### src/design/hsc_pkg.sv
// ----------------------------------------------------------------------------
// hsc_pkg
// Shared types, constants and jamo tables for the two-set Hangul composer.
// ----------------------------------------------------------------------------
`default_nettype none

package hsc_pkg;

  // Event kinds carried on the input tuser.
  localparam logic [3:0] MODE_KEY       = 4'd0;
  localparam logic [3:0] MODE_BACKSPACE = 4'd1;
  localparam logic [3:0] MODE_ENTER     = 4'd2;
  localparam logic [3:0] MODE_TAB       = 4'd3;
  localparam logic [3:0] MODE_RESET     = 4'd4;

  localparam int KEY_W  = 21;
  localparam int CODE_W = 16;
  localparam int OUT_W  = 40;

  localparam logic [4:0] NONE_IDX    = 5'd31;
  localparam logic [4:0] SILENT_LEAD = 5'd11;
  localparam logic [4:0] N_LEAD      = 5'd19;
  localparam logic [4:0] N_VOWEL     = 5'd21;
  localparam logic [4:0] N_TAIL      = 5'd28;

  localparam logic [CODE_W-1:0] SYL_BASE   = 16'hAC00;
  localparam logic [CODE_W-1:0] LEAD_BASE  = 16'h3131;
  localparam logic [CODE_W-1:0] VOWEL_BASE = 16'h314F;
  localparam logic [CODE_W-1:0] BAD_CODE   = 16'h003F;

  // Composition state: lead, vowel and tail indices plus flags.
  typedef struct packed {
    logic       composing;
    logic       implied;
    logic [4:0] lead;
    logic [4:0] vowel;
    logic [4:0] tail;
  } comp_state_t;

  localparam comp_state_t IDLE_STATE = '{composing: 1'b0, implied: 1'b0,
                                         lead: NONE_IDX, vowel: NONE_IDX,
                                         tail: 5'd0};

  // Result of a table search: hit flag and the index found.
  typedef struct packed {
    logic       hit;
    logic [4:0] idx;
  } lookup_t;

  // Controller commands to the datapath.
  typedef struct packed {
    logic load_in;
    logic eval;
    logic load_out;
  } hsc_cmd_t;

  typedef enum logic [1:0] {
    S_IDLE,
    S_EVAL,
    S_BUILD
  } hsc_state_t;

  // Key to lead consonant.
  function automatic lookup_t lead_key(input logic [6:0] key);
    lookup_t r;
    r.hit = 1'b1;
    case (key)
      7'h72: r.idx = 5'd0;
      7'h52: r.idx = 5'd1;
      7'h73: r.idx = 5'd2;
      7'h65: r.idx = 5'd3;
      7'h45: r.idx = 5'd4;
      7'h66: r.idx = 5'd5;
      7'h61: r.idx = 5'd6;
      7'h71: r.idx = 5'd7;
      7'h51: r.idx = 5'd8;
      7'h74: r.idx = 5'd9;
      7'h54: r.idx = 5'd10;
      7'h64: r.idx = 5'd11;
      7'h77: r.idx = 5'd12;
      7'h57: r.idx = 5'd13;
      7'h63: r.idx = 5'd14;
      7'h7A: r.idx = 5'd15;
      7'h78: r.idx = 5'd16;
      7'h76: r.idx = 5'd17;
      7'h67: r.idx = 5'd18;
      default: begin
        r.hit = 1'b0;
        r.idx = 5'd0;
      end
    endcase
    return r;
  endfunction

  // Key to vowel.
  function automatic lookup_t vowel_key(input logic [6:0] key);
    lookup_t r;
    r.hit = 1'b1;
    case (key)
      7'h6B: r.idx = 5'd0;
      7'h6F: r.idx = 5'd1;
      7'h69: r.idx = 5'd2;
      7'h4F: r.idx = 5'd3;
      7'h6A: r.idx = 5'd4;
      7'h70: r.idx = 5'd5;
      7'h75: r.idx = 5'd6;
      7'h50: r.idx = 5'd7;
      7'h68: r.idx = 5'd8;
      7'h79: r.idx = 5'd12;
      7'h6E: r.idx = 5'd13;
      7'h62: r.idx = 5'd17;
      7'h6D: r.idx = 5'd18;
      7'h6C: r.idx = 5'd20;
      default: begin
        r.hit = 1'b0;
        r.idx = 5'd0;
      end
    endcase
    return r;
  endfunction

  // Tail form of a lead consonant; zero when it has none.
  function automatic logic [4:0] tail_of_lead(input logic [4:0] l);
    logic [4:0] r;
    case (l)
      5'd0:  r = 5'd1;
      5'd1:  r = 5'd2;
      5'd2:  r = 5'd4;
      5'd3:  r = 5'd7;
      5'd5:  r = 5'd8;
      5'd6:  r = 5'd16;
      5'd7:  r = 5'd17;
      5'd9:  r = 5'd19;
      5'd10: r = 5'd20;
      5'd11: r = 5'd21;
      5'd12: r = 5'd22;
      5'd14: r = 5'd23;
      5'd15: r = 5'd24;
      5'd16: r = 5'd25;
      5'd17: r = 5'd26;
      5'd18: r = 5'd27;
      default: r = 5'd0;
    endcase
    return r;
  endfunction

  // Lead form of a single tail; NONE_IDX when it has none.
  function automatic logic [4:0] lead_of_tail(input logic [4:0] t);
    logic [4:0] r;
    case (t)
      5'd1:  r = 5'd0;
      5'd2:  r = 5'd1;
      5'd4:  r = 5'd2;
      5'd7:  r = 5'd3;
      5'd8:  r = 5'd5;
      5'd16: r = 5'd6;
      5'd17: r = 5'd7;
      5'd19: r = 5'd9;
      5'd20: r = 5'd10;
      5'd21: r = 5'd11;
      5'd22: r = 5'd12;
      5'd23: r = 5'd14;
      5'd24: r = 5'd15;
      5'd25: r = 5'd16;
      5'd26: r = 5'd17;
      5'd27: r = 5'd18;
      default: r = NONE_IDX;
    endcase
    return r;
  endfunction

  // First tail of a tail cluster; zero when the tail is not a cluster.
  function automatic logic [4:0] split_first(input logic [4:0] t);
    logic [4:0] r;
    case (t)
      5'd3:  r = 5'd1;
      5'd5,
      5'd6:  r = 5'd4;
      5'd9, 5'd10, 5'd11, 5'd12,
      5'd13, 5'd14, 5'd15: r = 5'd8;
      5'd18: r = 5'd17;
      default: r = 5'd0;
    endcase
    return r;
  endfunction

  // Lead that the second half of a tail cluster becomes.
  function automatic logic [4:0] split_second(input logic [4:0] t);
    logic [4:0] r;
    case (t)
      5'd3:  r = 5'd9;
      5'd5:  r = 5'd12;
      5'd6:  r = 5'd18;
      5'd10: r = 5'd6;
      5'd11: r = 5'd7;
      5'd12: r = 5'd9;
      5'd13: r = 5'd16;
      5'd14: r = 5'd17;
      5'd15: r = 5'd18;
      5'd18: r = 5'd9;
      default: r = 5'd0;
    endcase
    return r;
  endfunction

  // First half of a compound vowel; NONE_IDX when the vowel is simple.
  function automatic logic [4:0] vow_first(input logic [4:0] v);
    logic [4:0] r;
    case (v)
      5'd9, 5'd10, 5'd11:  r = 5'd8;
      5'd14, 5'd15, 5'd16: r = 5'd13;
      5'd19:               r = 5'd18;
      default:             r = NONE_IDX;
    endcase
    return r;
  endfunction

  // Compound vowel built from two vowels.
  function automatic lookup_t combine_vowel(input logic [4:0] a, input logic [4:0] b);
    lookup_t r;
    r.hit = 1'b1;
    case ({a, b})
      {5'd8, 5'd0}:   r.idx = 5'd9;
      {5'd8, 5'd1}:   r.idx = 5'd10;
      {5'd8, 5'd20}:  r.idx = 5'd11;
      {5'd13, 5'd4}:  r.idx = 5'd14;
      {5'd13, 5'd5}:  r.idx = 5'd15;
      {5'd13, 5'd20}: r.idx = 5'd16;
      {5'd18, 5'd20}: r.idx = 5'd19;
      default: begin
        r.hit = 1'b0;
        r.idx = 5'd0;
      end
    endcase
    return r;
  endfunction

  // Tail cluster built from a tail and a following lead.
  function automatic lookup_t combine_tail(input logic [4:0] t, input logic [4:0] l);
    lookup_t r;
    r.hit = 1'b1;
    case ({t, l})
      {5'd1, 5'd9}:   r.idx = 5'd3;
      {5'd4, 5'd12}:  r.idx = 5'd5;
      {5'd4, 5'd18}:  r.idx = 5'd6;
      {5'd8, 5'd0}:   r.idx = 5'd9;
      {5'd8, 5'd6}:   r.idx = 5'd10;
      {5'd8, 5'd7}:   r.idx = 5'd11;
      {5'd8, 5'd9}:   r.idx = 5'd12;
      {5'd8, 5'd16}:  r.idx = 5'd13;
      {5'd8, 5'd17}:  r.idx = 5'd14;
      {5'd8, 5'd18}:  r.idx = 5'd15;
      {5'd17, 5'd9}:  r.idx = 5'd18;
      default: begin
        r.hit = 1'b0;
        r.idx = 5'd0;
      end
    endcase
    return r;
  endfunction

  // Compatibility jamo of a lead consonant.
  function automatic logic [CODE_W-1:0] lead_jamo(input logic [4:0] l);
    logic [CODE_W-1:0] r;
    case (l)
      5'd0:  r = 16'h3131;
      5'd1:  r = 16'h3132;
      5'd2:  r = 16'h3134;
      5'd3:  r = 16'h3137;
      5'd4:  r = 16'h3138;
      5'd5:  r = 16'h3139;
      5'd6:  r = 16'h3141;
      5'd7:  r = 16'h3142;
      5'd8:  r = 16'h3143;
      5'd9:  r = 16'h3145;
      5'd10: r = 16'h3146;
      5'd11: r = 16'h3147;
      5'd12: r = 16'h3148;
      5'd13: r = 16'h3149;
      5'd14: r = 16'h314A;
      5'd15: r = 16'h314B;
      5'd16: r = 16'h314C;
      5'd17: r = 16'h314D;
      5'd18: r = 16'h314E;
      default: r = BAD_CODE;
    endcase
    return r;
  endfunction

  function automatic logic [CODE_W-1:0] vowel_jamo(input logic [4:0] v);
    return (v < N_VOWEL) ? VOWEL_BASE + CODE_W'(v) : BAD_CODE;
  endfunction

  // Precomposed syllable from lead, vowel and tail indices.
  function automatic logic [CODE_W-1:0] syllable(input logic [4:0] l, input logic [4:0] v,
                                                 input logic [4:0] t);
    logic [CODE_W-1:0] lv;
    lv = CODE_W'(l) * CODE_W'(N_VOWEL) + CODE_W'(v);
    if (l >= N_LEAD || v >= N_VOWEL || t >= N_TAIL) begin
      return BAD_CODE;
    end
    return SYL_BASE + lv * CODE_W'(N_TAIL) + CODE_W'(t);
  endfunction

  // Preview code point of a composition state; zero when idle.
  function automatic logic [CODE_W-1:0] preview(input comp_state_t s);
    logic hl;
    logic hv;
    hl = (s.lead != NONE_IDX);
    hv = (s.vowel != NONE_IDX);
    if (!s.composing) begin
      return '0;
    end
    if (s.implied && hv && s.tail == 5'd0) begin
      return vowel_jamo(s.vowel);
    end
    if (hl && hv) begin
      return syllable(s.lead, s.vowel, s.tail);
    end
    if (hl) begin
      return lead_jamo(s.lead);
    end
    if (hv) begin
      return vowel_jamo(s.vowel);
    end
    return '0;
  endfunction

endpackage

`default_nettype wire

### src/design/hsc_datapath.sv
// ----------------------------------------------------------------------------
// hsc_datapath
// Event register, composition state, commit snapshot and result register.
// ----------------------------------------------------------------------------
`default_nettype none

module hsc_datapath (
  input  wire logic                    clk,
  input  wire logic                    rst,
  input  wire hsc_pkg::hsc_cmd_t       cmd,
  input  wire logic [3:0]              in_mode,
  input  wire logic [hsc_pkg::KEY_W-1:0] in_key,
  output logic [hsc_pkg::OUT_W-1:0]    result
);
  import hsc_pkg::*;

  logic [3:0]       mode;
  logic [KEY_W-1:0] key;
  comp_state_t      state;
  comp_state_t      state_next;
  comp_state_t      snap;
  comp_state_t      snap_next;
  logic             consumed;
  logic             consumed_next;
  logic             show;
  logic             show_next;

  lookup_t          lk;
  lookup_t          vk;
  lookup_t          cv;
  lookup_t          ct;
  logic             key_ok;
  logic [4:0]       tl;
  logic [4:0]       lt;
  logic [4:0]       vb;
  logic [CODE_W-1:0] pre_code;
  logic [CODE_W-1:0] commit_code;

  // Event register, loaded on an input transfer.
  always_ff @(posedge clk) begin
    if (cmd.load_in) begin
      mode <= in_mode;
      key  <= in_key;
    end
  end

  // Table lookups on the held event and state.
  always_comb begin
    key_ok = (key[KEY_W-1:7] == '0);
    lk     = lead_key(key[6:0]);
    vk     = vowel_key(key[6:0]);
    cv     = combine_vowel(state.vowel, vk.idx);
    ct     = combine_tail(state.tail, lk.idx);
    tl     = tail_of_lead(lk.idx);
    lt     = lead_of_tail(state.tail);
    vb     = vow_first(state.vowel);
  end

  // Automaton step: next state and the state whose preview gets committed.
  always_comb begin
    state_next    = state;
    snap_next     = IDLE_STATE;
    consumed_next = 1'b0;
    show_next     = 1'b0;
    unique case (mode)
      MODE_BACKSPACE: begin
        if (state.composing) begin
          consumed_next = 1'b1;
          show_next     = 1'b1;
          if (state.tail != 5'd0) begin
            state_next.tail = split_first(state.tail);
          end else if (state.vowel != NONE_IDX) begin
            if (vb != NONE_IDX) begin
              state_next.vowel = vb;
            end else begin
              state_next.vowel = NONE_IDX;
              if (state.implied) begin
                state_next = IDLE_STATE;
              end
            end
          end else begin
            state_next = IDLE_STATE;
          end
        end
      end
      MODE_RESET: begin
        state_next = IDLE_STATE;
      end
      MODE_ENTER, MODE_TAB: begin
        snap_next  = state;
        state_next = IDLE_STATE;
      end
      MODE_KEY: begin
        if (key_ok) begin
          if (!lk.hit && !vk.hit) begin
            // Unmapped key: flush the preview and fall back to idle.
            snap_next  = state;
            state_next = IDLE_STATE;
          end else begin
            consumed_next = 1'b1;
            show_next     = 1'b1;
            if (vk.hit) begin
              // Vowel key.
              if (!state.composing) begin
                state_next = '{1'b1, 1'b1, SILENT_LEAD, vk.idx, 5'd0};
              end else if (state.vowel == NONE_IDX) begin
                state_next.vowel = vk.idx;
              end else if (state.tail != 5'd0) begin
                // The tail, or its second half, moves to the next syllable.
                if (split_first(state.tail) != 5'd0) begin
                  snap_next  = '{1'b1, 1'b0, state.lead, state.vowel,
                                 split_first(state.tail)};
                  state_next = '{1'b1, 1'b0, split_second(state.tail), vk.idx, 5'd0};
                end else begin
                  snap_next  = '{1'b1, 1'b0, state.lead, state.vowel, 5'd0};
                  state_next = '{1'b1, 1'b0, (lt != NONE_IDX) ? lt : SILENT_LEAD,
                                 vk.idx, 5'd0};
                end
              end else if (cv.hit) begin
                state_next.vowel = cv.idx;
              end else begin
                snap_next  = state;
                state_next = '{1'b1, 1'b1, SILENT_LEAD, vk.idx, 5'd0};
              end
            end else begin
              // Consonant key.
              if (!state.composing) begin
                state_next = '{1'b1, 1'b0, lk.idx, NONE_IDX, 5'd0};
              end else if (state.vowel == NONE_IDX ||
                           (state.implied && state.tail == 5'd0) ||
                           tl == 5'd0) begin
                snap_next  = state;
                state_next = '{1'b1, 1'b0, lk.idx, NONE_IDX, 5'd0};
              end else if (state.tail == 5'd0) begin
                state_next.tail = tl;
              end else if (ct.hit) begin
                state_next.tail = ct.idx;
              end else begin
                snap_next  = state;
                state_next = '{1'b1, 1'b0, lk.idx, NONE_IDX, 5'd0};
              end
            end
          end
        end
      end
      default: begin
        state_next = state;
      end
    endcase
  end

  // Composition state.
  always_ff @(posedge clk) begin
    if (rst) begin
      state <= IDLE_STATE;
    end else if (cmd.eval) begin
      state <= state_next;
    end
  end

  // Step results held for the build cycle.
  always_ff @(posedge clk) begin
    if (cmd.eval) begin
      snap     <= snap_next;
      consumed <= consumed_next;
      show     <= show_next;
    end
  end

  // Code point build for preview and commit.
  always_comb begin
    pre_code    = show ? preview(state) : '0;
    commit_code = preview(snap);
  end

  // Result register.
  always_ff @(posedge clk) begin
    if (cmd.load_out) begin
      result <= {5'd0, commit_code, (commit_code != '0), pre_code,
                 (pre_code != '0), consumed};
    end
  end

endmodule

`default_nettype wire

### src/design/hsc_ctrl.sv
// ----------------------------------------------------------------------------
// hsc_ctrl
// Sequencer for the composer: transfer handshakes and datapath commands.
// ----------------------------------------------------------------------------
`default_nettype none

module hsc_ctrl (
  input  wire logic              clk,
  input  wire logic              rst,
  input  wire logic              in_valid,
  output logic                   in_ready,
  output logic                   out_valid,
  input  wire logic              out_ready,
  output hsc_pkg::hsc_cmd_t      cmd
);
  import hsc_pkg::*;

  hsc_state_t state;
  hsc_state_t state_next;
  logic       can_load;
  logic       out_valid_next;

  assign can_load = !out_valid || out_ready;

  // State register.
  always_ff @(posedge clk) begin
    if (rst) begin
      state <= S_IDLE;
    end else begin
      state <= state_next;
    end
  end

  // Next state and commands.
  always_comb begin
    state_next = state;
    in_ready   = 1'b0;
    cmd        = '0;
    unique case (state)
      S_IDLE: begin
        in_ready = 1'b1;
        if (in_valid) begin
          cmd.load_in = 1'b1;
          state_next  = S_EVAL;
        end
      end
      S_EVAL: begin
        cmd.eval   = 1'b1;
        state_next = S_BUILD;
      end
      S_BUILD: begin
        // Loading the result frees the event register for the next transfer.
        if (can_load) begin
          cmd.load_out = 1'b1;
          in_ready     = 1'b1;
          if (in_valid) begin
            cmd.load_in = 1'b1;
            state_next  = S_EVAL;
          end else begin
            state_next = S_IDLE;
          end
        end
      end
      default: begin
        state_next = S_IDLE;
      end
    endcase
  end

  // Result valid flag.
  always_comb begin
    out_valid_next = out_valid;
    if (cmd.load_out) begin
      out_valid_next = 1'b1;
    end else if (out_ready) begin
      out_valid_next = 1'b0;
    end
  end

  always_ff @(posedge clk) begin
    if (rst) begin
      out_valid <= 1'b0;
    end else begin
      out_valid <= out_valid_next;
    end
  end

  a_accept_eval : assert property (@(posedge clk) disable iff (rst)
    (in_valid && in_ready) |=> (state == S_EVAL))
    else $error("accepted event did not enter evaluation");

  a_eval_build : assert property (@(posedge clk) disable iff (rst)
    (state == S_EVAL) |=> (state == S_BUILD))
    else $error("evaluation not followed by build");

  a_no_overwrite : assert property (@(posedge clk) disable iff (rst)
    (out_valid && !out_ready) |-> !cmd.load_out)
    else $error("pending result overwritten");

  a_ready_eval : assert property (@(posedge clk) disable iff (rst)
    (state == S_EVAL) |-> !in_ready)
    else $error("event accepted while one is being evaluated");

endmodule

`default_nettype wire

### src/design/hangul_two_set_composer.sv
// ----------------------------------------------------------------------------
// hangul_two_set_composer
// Two-set Hangul composition automaton driven by keyboard event transfers.
// ----------------------------------------------------------------------------
// Each event transfer yields exactly one result transfer. After an event is
// taken, the block steps the automaton (key lookup and state update) in its
// evaluate step and then builds the preview and commit code points into the
// result register in its build step. A new event is taken in the same cycle
// the result is loaded, but none while one is being evaluated. While a result
// waits downstream, one more event can still be taken and evaluated, but it
// then holds in its build step and no further event is taken until the
// waiting result leaves.
`default_nettype none

module hangul_two_set_composer (
  input  wire logic        clk,
  input  wire logic        rst,
  input  wire logic        s_tvalid,
  output logic             s_tready,
  input  wire logic [23:0] s_tdata,   // [20:0] key_code, [23:21] zero
  input  wire logic [3:0]  s_tuser,   // [3:0] mode
  output logic             m_tvalid,
  input  wire logic        m_tready,
  output logic [39:0]      m_tdata    // [0] consumed, [1] preedit_valid,
                                      // [17:2] preedit_code, [18] commit_valid,
                                      // [34:19] commit_code, [39:35] zero
);
  import hsc_pkg::*;

  hsc_cmd_t cmd;

  hsc_ctrl u_ctrl (
    .clk       (clk),
    .rst       (rst),
    .in_valid  (s_tvalid),
    .in_ready  (s_tready),
    .out_valid (m_tvalid),
    .out_ready (m_tready),
    .cmd       (cmd)
  );

  hsc_datapath u_datapath (
    .clk     (clk),
    .rst     (rst),
    .cmd     (cmd),
    .in_mode (s_tuser),
    .in_key  (s_tdata[KEY_W-1:0]),
    .result  (m_tdata)
  );

endmodule

`default_nettype wire

### config.mk
export PLATFORM = sky130hd
export DESIGN_NAME = hangul_two_set_composer
export DESIGN_NICKNAME = d
export VERILOG_FILES = /design/src/design/hsc_pkg.sv /design/src/design/hsc_datapath.sv /design/src/design/hsc_ctrl.sv /design/src/design/hangul_two_set_composer.sv
export SDC_FILE = /design/constraint.sdc
export NUM_CORES = 1
export LEC_CHECK = 0
export BUFFER_PORTS_ARGS = -buffer_cell sky130_fd_sc_hd__clkbuf_2
export CAP_MARGIN = 20
export CORE_UTILIZATION = 60
export CTS_BUF_LIST = sky130_fd_sc_hd__clkbuf_8
export CTS_CLUSTER_DIAMETER = 80
export DETAILED_ROUTE_END_ITERATION = 8
export GPL_ROUTABILITY_DRIVEN = 0
export PLACE_DENSITY = 0.79
export SLEW_MARGIN = 15
export SYNTH_ARGS = -nofsm -noshare
export SYNTH_HDL_FRONTEND = slang
export SYNTH_SLANG_ARGS = --single-unit
### constraint.sdc
create_clock -name clk -period 12.2 [get_ports clk]
set_clock_uncertainty 0.15 [all_clocks]
set_input_delay 1.83 -clock clk [delete_from_list [all_inputs] [get_ports clk]]
set_output_delay 1.83 -clock clk [all_outputs]
set_load 0.03 [all_outputs]
== Word-level counts from Yosys, hierarchy flattened ==
Memory sizes are Yosys's and may differ from the RTL's. A register that Yosys moved wholly into a read port is not among the register bits.
Cells that the tools add are included.

* Register bits: 98
* ROM bits: 1504
* Input bits: 32
* Memories: 8

* $add $sub $neg: 8
* Multipliers: 4
* Order comparisons: 8
* Equal/unequal tests: 84
* Multiplexer cells: 150
* Reduce and logical (&&, ||, !) cells: 44

{| class="wikitable"
|+ Memories
! memory !! words !! width !! rd ports !! clocked after Yosys merged registers in !! write ports !! line !! source
|-
| (no name shown) || 32 || 10 || 1 || 1 || 0 || hsc_pkg.sv:265 || <nowiki>case (l)</nowiki>
|-
| (no name shown) || 32 || 10 || 1 || 1 || 0 || hsc_pkg.sv:265 ||
|-
| (no name shown) || 32 || 5 || 1 || 1 || 0 || hsc_pkg.sv:190 || <nowiki>case (t)</nowiki>
|-
| (no name shown) || 32 || 5 || 1 || 0 || 0 || hsc_pkg.sv:125 || <nowiki>case (l)</nowiki>
|-
| (no name shown) || 32 || 5 || 1 || 1 || 0 || hsc_pkg.sv:150 || <nowiki>case (t)</nowiki>
|-
| (no name shown) || 32 || 4 || 1 || 1 || 0 || hsc_pkg.sv:175 || <nowiki>case (t)</nowiki>
|-
| 2 more memories || -- || -- || -- || -- || -- || -- ||
|}

{| class="wikitable"
|+ Operators with widths
! cell !! number
|-
| two-way mux 16 bit || 28
|-
| two-way mux 17 bit || 20
|-
| == test 7 bit (second input constant) || 33
|-
| two-way mux 5 bit || 31
|-
| == test 10 x 9 -> 1 bit (second input constant) || 13
|-
| one-hot mux 5 bit (18 select lines) || 1
|-
| one-hot mux 5 bit (13 select lines) || 1
|-
| one-hot mux 5 bit (11 select lines) || 1
|-
| two-way mux 1 bit || 51
|-
| one-hot mux 17 bit (3 select lines) || 1
|-
| inequality test 5 bit (second input constant) || 7
|-
| one-hot mux 5 bit (7 select lines) || 1
|-
| one-hot mux 17 bit (2 select lines) || 1
|-
| adder 16 bit (first input constant) || 2
|-
| adder 16 x 5 -> 16 bit || 2
|-
| multiplier 16 x 3 -> 14 bit (second input constant) || 2
|-
| nonzero test 16 bit || 2
|-
| adder 14 x 5 -> 15 bit (first input constant) || 2
|-
| >= comparator 5 bit (second input constant) || 6
|-
| == test 5 x 4 -> 1 bit (second input constant) || 5
|-
| adder 10 x 5 -> 11 bit || 2
|-
| two-way mux 11 bit || 2
|-
| == test 10 bit (second input constant) || 2
|-
| == test 10 x 8 -> 1 bit (second input constant) || 2
|-
| other kinds (46) || 80
|}

== Logic depth before layout (Yosys ltp) ==
Gate-level depths: netlist of run 1.

* Depth after elaboration: 21
* Gate-level depth with buffers: 26
* Depth with buffers taken out: 26

== Cells and area by module ==
From an unflattened synthesis of run 1, not the netlist that was laid out.

* Cell total of the unflattened synthesis: 1271
* Area total of the unflattened synthesis: 11233.3 µm²

{| class="wikitable"
|+ By module, submodules not included
! module !! instances !! cells each !! area each (µm²) !! seq. area each (µm²)
|-
| hsc_datapath || 1 || 1255 || 11069.4 || 3243.1
|-
| hsc_ctrl || 1 || 16 || 163.9 || 60.1
|}

== Worst setup path before layout of run 1 ==
OpenSTA, ideal clock, no wires.

* Path kind: reg-to-reg
* Start point: register u_datapath.state[13] in the netlist's numbering
* End point: register u_datapath.result[1] in the netlist's numbering, data pin
* Library setup time: 265 ps
* Arrival time: 5783 ps
* Required time: 11785 ps
* Setup slack: 6002 ps
* Stages on the path, launching flop included: 22
* Path buffers: 0
* Period minus slack after synthesis: 6198 ps
* Path through: dfxtp_1 > ha_1 > ha_1 > fa_1 > ha_1 > a21o_1 > a21oi_1 > xnor2_1 > inv_1 > fa_1 > inv_1 > ha_1 > inv_1 > o21bai_1 > a2111oi_0 > nor3_1 > a221oi_1 > xor2_1 > xnor2_1 > a21o_1 > or4_1 > or3_1

* Cells in the longest elaborated chain, start to end: 18
* Elaborated cells between the ends (all ways): 32
* Those cells by class: add/sub: 3; mul: 2; order compare: 1; eq/ne: 1; mux: 21; reduce/logical: 4

{| class="wikitable"
|+ Ends and longest elaborated chain
! element !! line !! source
|-
| from (decl) || hsc_datapath.sv:19 || <nowiki>comp_state_t state;</nowiki>
|-
| from (signal assigned) || hsc_datapath.sv:157 || <nowiki>state <= state_next;</nowiki>
|-
| parallel branches: the longest is 13 deep, another holds multiplier 16 x 3 -> 14 bit || -- ||
|-
| two-way mux 16 bit * || hsc_pkg.sv:320 || <nowiki>if (hl) begin</nowiki>
|-
| two-way mux 16 bit * || hsc_pkg.sv:317 || <nowiki>if (hl && hv) begin</nowiki>
|-
| two-way mux 16 bit * || hsc_pkg.sv:314 || <nowiki>if (s.implied && hv && s.tail == 5'd0) begin</nowiki>
|-
| two-way mux 16 bit * || hsc_datapath.sv:172 || <nowiki>pre_code = show ? preview(state) : '0;</nowiki>
|-
| via u_datapath.pre_code[13] || hsc_datapath.sv:36 || <nowiki>logic [CODE_W-1:0] pre_code;</nowiki>
|-
| nonzero test 16 bit * || hsc_datapath.sv:180 || <nowiki>(pre_code != '0), consumed};</nowiki>
|-
| to (signal assigned) || hsc_datapath.sv:179 || <nowiki>result <= {5'd0, commit_code, (commit_code != '0), pre_code,</nowiki>
|-
| to (decl) || hsc_datapath.sv:13 || <nowiki>output logic [hsc_pkg::OUT_W-1:0] result</nowiki>
|}

Mark *: on every way through the listed nets, which the timed path passes. The select of a mux whose other input is x is not followed.
A chain may end at the register's enable or synchronous reset.

== Worst setup path after layout of run 1 ==
Same ends and word-level chain as after synthesis.

==> results.ini, run 1 <==
[cells_and_area]
nets = 1532
layout-drive-gt1-share_pct = 10.1
areaGrowthSynthToFinish_pct = 6.93
final_common_cell = nand2_1
final_cell_mix = nand2_1, ha_1, inv_1, nor2_1, a21oi_1
antenna_cells = 0
fillers = 1535
final_area_um2 = 12300
final_util_pct = 65.7

[timing]
max_freq_ghz = 0.148
hold_viol = 0
slew_violations = 0
rsz0062_at_grt = false
post-route-min-period_ns = 6.75
max-slew-margin-rel_pct = 25.4
tns_ns = 0
tightest_slew_ns = 1.11
period_share_pct = 55.3
setup_viol = 0
hold_ws_ns = 0.336

[floorplan]
ios = 74
std_cell_rows = 50
core_um2 = 18700
die_area_um2 = 19700
initial_core_util_pct = 61.4
dieHeight_um = 140
die_x_um = 140

[critical_path]
crit_type = reg2reg
critical_path_buf_inv_count = 3
critPathCaptureType = flop
worstPathMaxFanout = 10
worst_path_most_repeated_cell = ha_1
crit_arrival_ns = 6.79
slowest_delay_ns = 0.68
critPathLaunchType = flop
cp_top_family = adder cells
path_cells = ha_1, ha_1, fa_1, ha_1, a21o_1, a21oi_1, xnor2_1, inv_1, fa_1, inv_1, ha_1, inv_1, o21bai_1, a2111oi_0, nor3_1, a221oi_1, xor2_1, xnor2_1, a21o_1, or4_1, or3_1
critPathRequiredTime_ns = 12.24
worst_path_max_delay_cell = dfxtp_1

[synthesis]
synth.yosys.seq_area_share_pct = 28.8
synthDominantCellAreaShare_pct = 20.4
synth_cells = 1323
postSynthAreaPerCell_um2 = 8.68
syn-cell-area_um2 = 11500
synth_ff_type = edfxtp_1
async_reset_ff_share_pct = 0
yosysWarnings = 0
synth_seq_cells = 126
synth_edf_count = 78
synth.area.top_cells = edfxtp_1, ha_1, dfxtp_1
ys_types = 98
yosysTopAreaCell = edfxtp_1

[routing]
drtPass1Iterations = 6
drt_wl_total_um = 25800
antenna_left = 0
wire_per_inst_um = 16.1
initialDrtViolationCount = 808
drc = 0
post_drt_via_cell_ratio = 6.21
via_count = 9947

[clocking]
post_cts_resized = 0
tritoncts = done
clockBufferDepth = 2
post_cts_buffers = 0
ctsHoldBuffers = 0
cts_root_buffer = clkbuf_8
insertion_delay_ns = 0.45
path_clk_slew_ns = 0.08
cts_made_buffers = 17
numClockSinks = 126
cts_htree_levels = 4

[min_path]
hold_class = reg2reg

[power]
switching_share_pct = 43.7
peakVddDrop_mv = 0.300
p_per_area_nw_per_um2 = 197
p_comb_share_pct = 64.4
seq_power_share_pct = 20.3
power.internal_mw = 1.36
leakage_nw = 5.32
clkPwrFrac_pct = 15.3
p_sw_mw = 1.06

[global_route]
grt_max_degree = 36
grt_pass1_vias = 9124
grtUsageTotal_pct = 26.9
grt_overflow = 0
antenna_found_initial = 0
grt_pass1_wl_um = 43000

[flow_run]
maxCapViolCount = 0

[placed_design]
numPortBuffers = 65
placed_cell_area_um2 = 11900
dp_hpwl_um = 19700

[run_status]
status = complete, no violations

==> cell type report <==
type,count,area (um^2),area share [%]
clock buffer,18,248,2.02
clock inverter,14,159,1.29
tap,234,293,2.38
inverter,110,413,3.36
multi-input combinational,1029,7500,61.0
sequential,126,3300,26.9
timing repair buffer,70,370,3.02
==> power by group through the flow <==
stage / sequential [mW] / clock, mW / combinational (mW)
finish: 0.491 / 0.370 / 1.56
global route: 0.494 / 0.391 / 1.78
CTS: 0.490 / 0.375 / 1.57
detailed placement: 0.500 / 0 / 1.56
global placement: 0.500 / 0 / 1.53
floorplan: 0.493 / 0 / 1.33
==> logic make-up after synthesis <==
| logic type | count (synthesis) | share of synthesized area [%] |
|---|---|---|
| xor gates and xnor gates | 58 | 4.42 |
| other | 1 | 0.0326 |
| DFF | 126 | 28.8 |
| muxes | 17 | 1.69 |
| and+or+nand+nor | 466 | 21.3 |
| buffers and inverters | 172 | 6.20 |
| adders and majority gates | 146 | 17.7 |
| AOI/OAI and AO/OA | 337 | 19.9 |
==> worst register-to-register path, stage by stage (launching register included) <==
cell and delay, ns:
dfxtp_1 0.68, ha_1 0.34, ha_1 0.33, fa_1 0.54
ha_1 0.31, a21o_1 0.17, a21oi_1 0.21, xnor2_1 0.25
inv_1 0.12, fa_1 0.54, inv_1 0.04, ha_1 0.32
inv_1 0.07, o21bai_1 0.09, a2111oi_0 0.43, nor3_1 0.16
a221oi_1 0.38, xor2_1 0.28, xnor2_1 0.12, a21o_1 0.19
or4_1 0.49, or3_1 0.30
==> cell usage after synthesis, drive strengths merged, types with 12 or more instances <==
library cell,count
xor2,18
mux2i,14
nand4,13
dfxtp,48
and2,18
a21oi,84
nand3,28
nand2b,27
nor3,39
nor2b,20
a21o,21
buf,26
edfxtp,78
xnor2,40
nor2,94
o21ai,67
nand3b,12
and3,14
o21bai,15
o21a,15
fa,28
clkbuf,36
inv,110
nand2,123
or3,13
ha,118
==> routing by layer <==
layer  share of wire [%]  vias up  global-route usage, %
met4                 2.4        0                   9.37
li1                    -     4848                      -
met1                  44     4576                   35.6
met3                 7.7       63                   4.82
met2                  46      460                   44.2
met5                   0        -                      0
==> metrics by stage <==
stage	setup WS, ns	power, mW	instances
after CTS	5.45	2.43	1599
after global placement	5.51	2.03	1567
after global routing	5.00	2.66	1601
after detailed placement	5.48	2.06	1567
after floorplan	6.00	1.82	1327
final	5.45	2.42	1601
==> final timing paths <==
kind | startpoint | endpoint | slack (ns) | cells after the start
max | u_datapath.state[13]$_SDFFE_PP1P_ | u_datapath.result[1]$_DFFE_PP_ | 5.45 | 21
min | u_ctrl.state[0]$_SDFFE_PP0P_ | u_ctrl.state[1]$_SDFFE_PP0P_ | 0.34 | 1
max reg2reg | u_datapath.state[13]$_SDFFE_PP1P_ | u_datapath.result[1]$_DFFE_PP_ | 5.45 | 21
min reg2reg | u_ctrl.state[0]$_SDFFE_PP0P_ | u_ctrl.state[1]$_SDFFE_PP0P_ | 0.34 | 1
(Power assumes the default switching activity.)
==> run 2, diff against run 1 <==
--- a/config.mk
+++ b/config.mk
@@ -5,6 +5,7 @@
 export SDC_FILE = /design/constraint.sdc
 export NUM_CORES = 1
 export LEC_CHECK = 0
+export ABC_AREA = 1
 export BUFFER_PORTS_ARGS = -buffer_cell sky130_fd_sc_hd__clkbuf_2
 export CAP_MARGIN = 20
 export CORE_UTILIZATION = 60
==> constraint.sdc (replaced) <==
create_clock -name clk -period 6.8 [get_ports clk]
set_clock_uncertainty 0.15 [all_clocks]
set_input_delay 1.02 -clock clk [delete_from_list [all_inputs] [get_ports clk]]
set_output_delay 1.02 -clock clk [all_outputs]
set_load 0.03 [all_outputs]
==> run 2 against run 1 <==
Net effect:
- register-to-register slack worse by 4.8 ns
- hold slack improved by 0.031 ns
- count of clock-buffer cells in the layout unchanged
- clock power up 83%
- global-route usage is 2.1 points higher
- cell area is 2.4% higher
- critical path type unchanged
- critical endpoint is now u_datapath.result[18]$_DFFE_PP_
- largest cell class unchanged
- largest power group unchanged
==> results.ini, run 2 <==
[global_route]
grt_pass1_vias = 10100  ; +11%
grt_pass1_wl_um = 46400  ; +7.8%
grt_overflow = 0  ; unchanged
antenna_found_initial = 0  ; unchanged
grtUsageTotal_pct = 29.0  ; +2.1 points
grt_max_degree = 37  ; +2.8%

[critical_path]
reg2reg_depth = 26  ; +24%
setup.worst_path.end = u_datapath.result[18]$_DFFE_PP_
crit_arrival_ns = 6.21  ; -0.58 ns
timing.rr.end = u_datapath.result[18]$_DFFE_PP_
crit_type = reg2reg
worstPathMaxFanout = 6  ; -4
ff2ff_setup_slack_ns = 0.64  ; -4.81 ns
critPathLaunchType = flop
r2r_start = u_datapath.snap[13]$_DFFE_PN_
critPathCaptureType = flop
critPathRequiredTime_ns = 6.85  ; -5.39 ns
startpoint = u_datapath.snap[13]$_DFFE_PN_

[floorplan]
std_cell_rows = 50  ; unchanged
dieHeight_um = 141  ; +0.35%
die_area_um2 = 19800  ; +0.70%
core_um2 = 18800  ; +0.67%
initial_core_util_pct = 61.4  ; about the same
ios = 74  ; unchanged
die_x_um = 141  ; +0.35%

[clocking]
path_clk_slew_ns = 0.08  ; about the same
tritoncts = done
ctsHoldBuffers = 0  ; unchanged
cts_made_buffers = 17  ; unchanged
clockBufferDepth = 2  ; unchanged
post_cts_resized = 0  ; unchanged
insertion_delay_ns = 0.46  ; about the same
cts_root_buffer = clkbuf_8
post_cts_buffers = 0  ; unchanged
numClockSinks = 126  ; unchanged
cts_htree_levels = 4  ; unchanged

[timing]
setup_viol = 0  ; unchanged
tns_ns = 0  ; unchanged
max-slew-margin-rel_pct = 57.9  ; +33 points
slew_violations = 0  ; unchanged
tightest_slew_ns = 0.626  ; -0.483 ns
hold_viol = 0  ; unchanged
period_share_pct = 90.5  ; +35 points
hold_ws_ns = 0.367  ; +0.0307 ns
post-route-min-period_ns = 6.16  ; -0.594 ns
max_freq_ghz = 0.162  ; +9.6%
rsz0062_at_grt = false

[synthesis]
ys_types = 66  ; -33%
synth_common_cells = nand2_1, inv_1, nor2_1
synth_seq_cells = 126  ; unchanged
synth_cells = 1561  ; +18%
async_reset_ff_share_pct = 0  ; unchanged
synth_edf_count = 78  ; unchanged
yosysTopAreaCell = edfxtp_1
post-synth-top-count-cell = nand2_1
synth_ff_type = edfxtp_1
yosysWarnings = 0  ; unchanged
synthDominantCellAreaShare_pct = 20.2  ; -0.14 points
synth.area.top_cells = edfxtp_1, ha_1, nand2_1
synth.yosys.seq_area_share_pct = 28.6  ; -0.20 points
syn-cell-area_um2 = 11600  ; +0.71%
postSynthAreaPerCell_um2 = 7.41  ; -15%

[cells_and_area]
layout-drive-gt1-share_pct = 12.9  ; +2.8 points
areaGrowthSynthToFinish_pct = 8.76
antenna_cells = 0  ; unchanged
nets = 1814  ; +18%
final_cell_mix = nand2_1, inv_1, nor2_1, nand3_1, ha_1
final_common_cell = nand2_1

[routing]
initialDrtViolationCount = 848  ; +5.0%
post_drt_via_cell_ratio = 5.63  ; -9.4%
drtPass1Iterations = 6  ; unchanged
via_count = 10700  ; +8.0%
drt_wl_total_um = 27500  ; +6.6%
wire_per_inst_um = 14.4  ; -11%
drc = 0  ; unchanged
antenna_left = 0  ; unchanged

[power]
power_mw = 4.48  ; +85%
peakVddDrop_mv = 0.451  ; +51%
power.internal_mw = 2.31  ; +70%
p_per_area_nw_per_um2 = 356  ; +81%
seq_power_share_pct = 19.5  ; -0.8 points
clkPwrFrac_pct = 15.1  ; -0.2 points
leakage_nw = 6.24  ; +17%
switching_share_pct = 48.4  ; +4.7 points
p_comb_share_pct = 65.4  ; +1.0 points
p_sw_mw = 2.17  ; +110%

[run_status]
status = complete, no violations

[placed_design]
dp_hpwl_um = 21400  ; +8.8%
numPortBuffers = 65  ; unchanged

[min_path]
hold_class = reg2reg

[flow_run]
maxCapViolCount = 0  ; unchanged

==> run 2: changes by cell type after synthesis, moves of 28 or more <==
cell	before	now
nor2_1	93	145
nand3_1	27	124
xnor2_1	40	10
clkbuf_1	36	8
nand2_1	122	341
inv_1	108	228
==> run 2: routing by layer <==
metal | share of wire (%) | vias up | GRT usage (%)
li1 | - | 5315 | -
met1 | 43 | 4888 | 35.8
met2 | 47 | 441 | 49.9
met3 | 6.6 | 97 | 4.86
met4 | 3.4 | 0 | 13.0
met5 | 0 | - | 0
==> run 2: cells by family (layout without fill, tap and decap cells) <==
logic type | count (synthesis) | after routing | synth area share (%)
xor+xnor | 40 | 40 | 3.03
fa+ha+maj | 146 | 146 | 17.6
buf+inv | 266 | 350 | 8.97
flops | 126 | 126 | 28.6
other cells | 1 | 5 | 0.0324
compound gates | 214 | 214 | 11.2
simple gates | 768 | 768 | 30.6
==> run 2: power groups by stage <==
stage | clock network [mW] | logic (mW) | registers (mW)
3_3_place_gp | 0 | 2.81 | 0.890
2_1_floorplan | 0 | 2.39 | 0.895
5_1_grt | 0.715 | 3.35 | 0.877
4_1_cts | 0.687 | 2.93 | 0.874
6_report | 0.677 | 2.93 | 0.874
3_5_place_dp | 0 | 2.90 | 0.891
==> run 2: critical path: stages (launching register included) <==
cell and delay, ns:
edfxtp_1 0.52, ha_1 0.33, ha_1 0.32, fa_1 0.58
inv_1 0.07, fa_1 0.46, o21ai_0 0.33, a21oi_1 0.13
nor2_1 0.12, nor2_1 0.07, xor2_1 0.19, fa_1 0.50
inv_1 0.04, ha_1 0.35, nand4_1 0.12, o221ai_1 0.27
xor2_1 0.23, inv_1 0.09, o21ai_0 0.28, xor2_1 0.24
o21ai_0 0.11, nand2_1 0.08, nand2_1 0.05, nand2_1 0.05
inv_1 0.05, nor2_1 0.10, nand4_1 0.08
==> run 2: how the worst min path moves through the flow <==
stage	from	endpoint	slack, ns	cells after the start
global placement	u_datapath.consumed$_SDFFCE_PN0N_	u_datapath.result[0]$_DFFE_PP_	0.35	0
CTS	u_datapath.consumed$_SDFFCE_PN0N_	u_datapath.result[0]$_DFFE_PP_	0.37	0
floorplan	u_datapath.consumed$_SDFFCE_PN0N_	u_datapath.result[0]$_DFFE_PP_	0.28	0
detailed placement	u_datapath.consumed$_SDFFCE_PN0N_	u_datapath.result[0]$_DFFE_PP_	0.36	0
finish	u_datapath.consumed$_SDFFCE_PN0N_	u_datapath.result[0]$_DFFE_PP_	0.37	0
global route	u_datapath.consumed$_SDFFCE_PN0N_	u_datapath.result[0]$_DFFE_PP_	0.40	0
==> run 2: metrics by stage <==
step                      std cells  instance area, um^2  util, %  setup slack, ns
after detailed placement       1877                12200     64.7            0.679
final                          1909                12600     66.8            0.645
after floorplan                1565                11600        -             1.30
after CTS                      1909                12600     66.8            0.641
after global routing           1909                12600     66.8            0.200
after global placement         1877                12200     64.7            0.829
==> run 2: cell type report <==
cell class,count,area (um^2)
timing repair buffer,69,355
clock buffer,18,248
sequential,126,3300
fill,1606,6250
inverter,249,942
multi-input combinational,1173,7250
tap,260,325
clock inverter,14,155
==> run 3, diff against run 2 <==
--- a/config.mk
+++ b/config.mk
@@ -6,12 +6,12 @@
 export NUM_CORES = 1
 export LEC_CHECK = 0
 export ABC_AREA = 1
-export BUFFER_PORTS_ARGS = -buffer_cell sky130_fd_sc_hd__clkbuf_2
 export CAP_MARGIN = 20
 export CORE_UTILIZATION = 60
 export CTS_BUF_LIST = sky130_fd_sc_hd__clkbuf_8
 export CTS_CLUSTER_DIAMETER = 80
 export DETAILED_ROUTE_END_ITERATION = 8
+export DONT_BUFFER_PORTS = 1
 export GPL_ROUTABILITY_DRIVEN = 0
 export PLACE_DENSITY = 0.79
 export SLEW_MARGIN = 15
==> constraint.sdc (replaced) <==
create_clock -name clk -period 5.3 [get_ports clk]
set_clock_uncertainty 0.15 [all_clocks]
set_input_delay 0.795 -clock clk [delete_from_list [all_inputs] [get_ports clk]]
set_output_delay 0.795 -clock clk [all_outputs]
set_load 0.03 [all_outputs]
==> run 3 against run 2 <==
Net effect:
- the run now ends with negative setup slack left
- sequential share of layout area is 2.7 points lower
- utilization is 7.8 points higher
- non-clock buffer count up 52
==> results.ini, run 3 (synthesized netlist as in run 2, its figures left out) <==
[cells_and_area]
final_common_cell = nand2_1
layout-drive-gt1-share_pct = 24.9  ; +12 points
areaGrowthSynthToFinish_pct = 21.5
final_cell_mix = nand2_1, inv_1, nor2_1, nand3_1, buf_4
antenna_cells = 0  ; unchanged
final_cells = 1961  ; +2.7%
nets = 1866  ; +2.9%

[critical_path]
critPathRequiredTime_ns = 5.36  ; -1.49 ns
critPathLaunchType = flop
worstPathMaxFanout = 4  ; -2
critPathCaptureType = flop
crit_arrival_ns = 5.62  ; -0.59 ns
worst_path_max_delay_cell = fa_1
crit_type = reg2reg
slowest_delay_ns = 0.54  ; -0.04 ns
worst_path_most_repeated_cell = inv_2

[run_status]
status = finished, violations left
violations = negative setup slack

[routing]
initialDrtViolationCount = 1163  ; +37%
via_count = 11300  ; +5.1%
drt_wl_total_um = 30900  ; +12%
wire_per_inst_um = 15.8  ; +9.5%
antenna_left = 0  ; unchanged
drc = 0  ; unchanged
drtPass1Iterations = 7  ; +1
post_drt_via_cell_ratio = 5.76  ; +2.4%

[clocking]
insertion_delay_ns = 0.48  ; +0.02 ns
numClockSinks = 126  ; unchanged
cts_root_buffer = clkbuf_8
cts_htree_levels = 4  ; unchanged
tritoncts = done
path_clk_slew_ns = 0.08  ; about the same
clockBufferDepth = 2  ; unchanged
cts_made_buffers = 17  ; unchanged

[timing]
max-slew-margin-rel_pct = 33.3  ; -25 points
setup_slack_ns = -0.259  ; -0.904 ns
tightest_slew_ns = 0.999  ; +0.374 ns
rsz0062_at_grt = true
hold_ws_ns = 0.244  ; -0.123 ns
slew_violations = 0  ; unchanged
post-route-min-period_ns = 5.56  ; -0.596 ns
period_share_pct = 105  ; +14 points
max_freq_ghz = 0.180  ; +11%
tns_ns = -0.667  ; -0.667 ns
setup_viol = 4  ; +4
hold_viol = 0  ; unchanged

[global_route]
grt_pass1_vias = 10600  ; +4.6%
grt_max_degree = 37  ; unchanged
grtUsageTotal_pct = 30.2  ; +1.2 points
antenna_found_initial = 0  ; unchanged
grt_overflow = 0  ; unchanged
grt_pass1_wl_um = 48300  ; +4.1%

[floorplan]
initial_core_util_pct = 61.4  ; unchanged
die_x_um = 141  ; unchanged
ios = 74  ; unchanged
dieHeight_um = 141  ; unchanged
core_um2 = 18800  ; unchanged
die_area_um2 = 19800  ; unchanged
std_cell_rows = 50  ; unchanged

[power]
p_per_area_nw_per_um2 = 659  ; +85%
leakage_nw = 6.59  ; +5.7%
power_mw = 9.26  ; +110%
peakVddDrop_mv = 0.781  ; +73%

[flow_run]
maxCapViolCount = 0  ; unchanged

[placed_design]
numPortBuffers = 0  ; -100%
dp.cells = 1906  ; +1.5%
dp_hpwl_um = 21900  ; +2.4%

[min_path]
hold_class = in2reg

-- run 3: cell types whose count changed in the layout (fill, tap and decap cells not counted), moves of 16 or more --
cell | previous run | this run
a21oi_1 | 72 | 49
a21oi_2 | 2 | 20
buf_4 | 4 | 118
clkbuf_2 | 65 | 0
ha_1 | 118 | 84
ha_4 | 0 | 33
inv_1 | 228 | 206
inv_2 | 17 | 39
nand2_1 | 341 | 325
-- run 3: critical path: cells and delay by family (launching register included) --
| family | cells | cell delay, ns |
|---|---|---|
| AND/OR/NAND/NOR | 10 | 0.97 |
| adder cells (fa/ha/maj) | 6 | 2.27 |
| AO/OA/AOI/OAI | 4 | 0.51 |
| buffers and inverters | 7 | 0.43 |
| flip-flops | 1 | 0.52 |
| XOR/XNOR | 2 | 0.43 |
-- run 3: metal layers --
layer / wire [um] / vias up / share of wire [%] / track usage [%]
li1: - / 5424 / - / -
met1: 12300 / 5206 / 40 / 36.2
met2: 15200 / 536 / 49 / 53.1
met3: 2170 / 128 / 7.0 / 5.23
met4: 1270 / 0 / 4.1 / 13.5
met5: 0 / - / 0 / 0
-- run 3: timing repair --
item | CTS | global route
resized for setup | 61 | 128
endpoints found under the setup margin | 10 | 12
pin swaps | 60 | 80
hold buffers | 0 | 0
setup buffers | 13 | 10
-- run 3: power breakdown --
| part | leakage [nW] | total [mW] | switching (mW) | internal (mW) |
|---|---|---|---|---|
| sequential | 1.11 | 1.13 | 0.0427 | 1.09 |
| clock | 0.191 | 0.781 | 0.438 | 0.343 |
| combinational | 5.29 | 7.35 | 3.81 | 3.54 |
| total | 6.59 | 9.26 | 4.29 | 4.97 |
-- run 3: path summary, 6_finish.rpt --
kind	from	to	slack, ns	cells after the start
setup / recovery	u_datapath.snap[13]$_DFFE_PN_	u_datapath.result[18]$_DFFE_PP_	-0.26	29
hold / removal	rst	u_ctrl.state[1]$_SDFFE_PP0P_	0.24	1
setup reg to reg	u_datapath.snap[13]$_DFFE_PN_	u_datapath.result[18]$_DFFE_PP_	-0.26	29
hold reg to reg	u_ctrl.state[1]$_SDFFE_PP0P_	u_ctrl.state[1]$_SDFFE_PP0P_	0.36	1
-- run 3: metrics by stage --
| stage | instance area (um^2) | util (%) | setup slack (ns) |
|---|---|---|---|
| 2_1_floorplan | 11600 | - | 0.00228 |
| 3_5_place_dp | 12600 | 67.0 | -0.394 |
| 5_1_grt | 14100 | 74.6 | -0.505 |
| 4_1_cts | 13400 | 71.1 | -0.167 |
| 3_3_place_gp | 12600 | 67.0 | -0.325 |
| 6_report | 14100 | 74.6 | -0.259 |
-- run 3: final cells by class --
class	count	area, um^2
sequential	126	3310
timing repair buffer	121	920
inverter	249	942
multi-input combinational	1173	8200
fill	1336	4780
tap	260	325
clock inverter	14	104
clock buffer	18	248
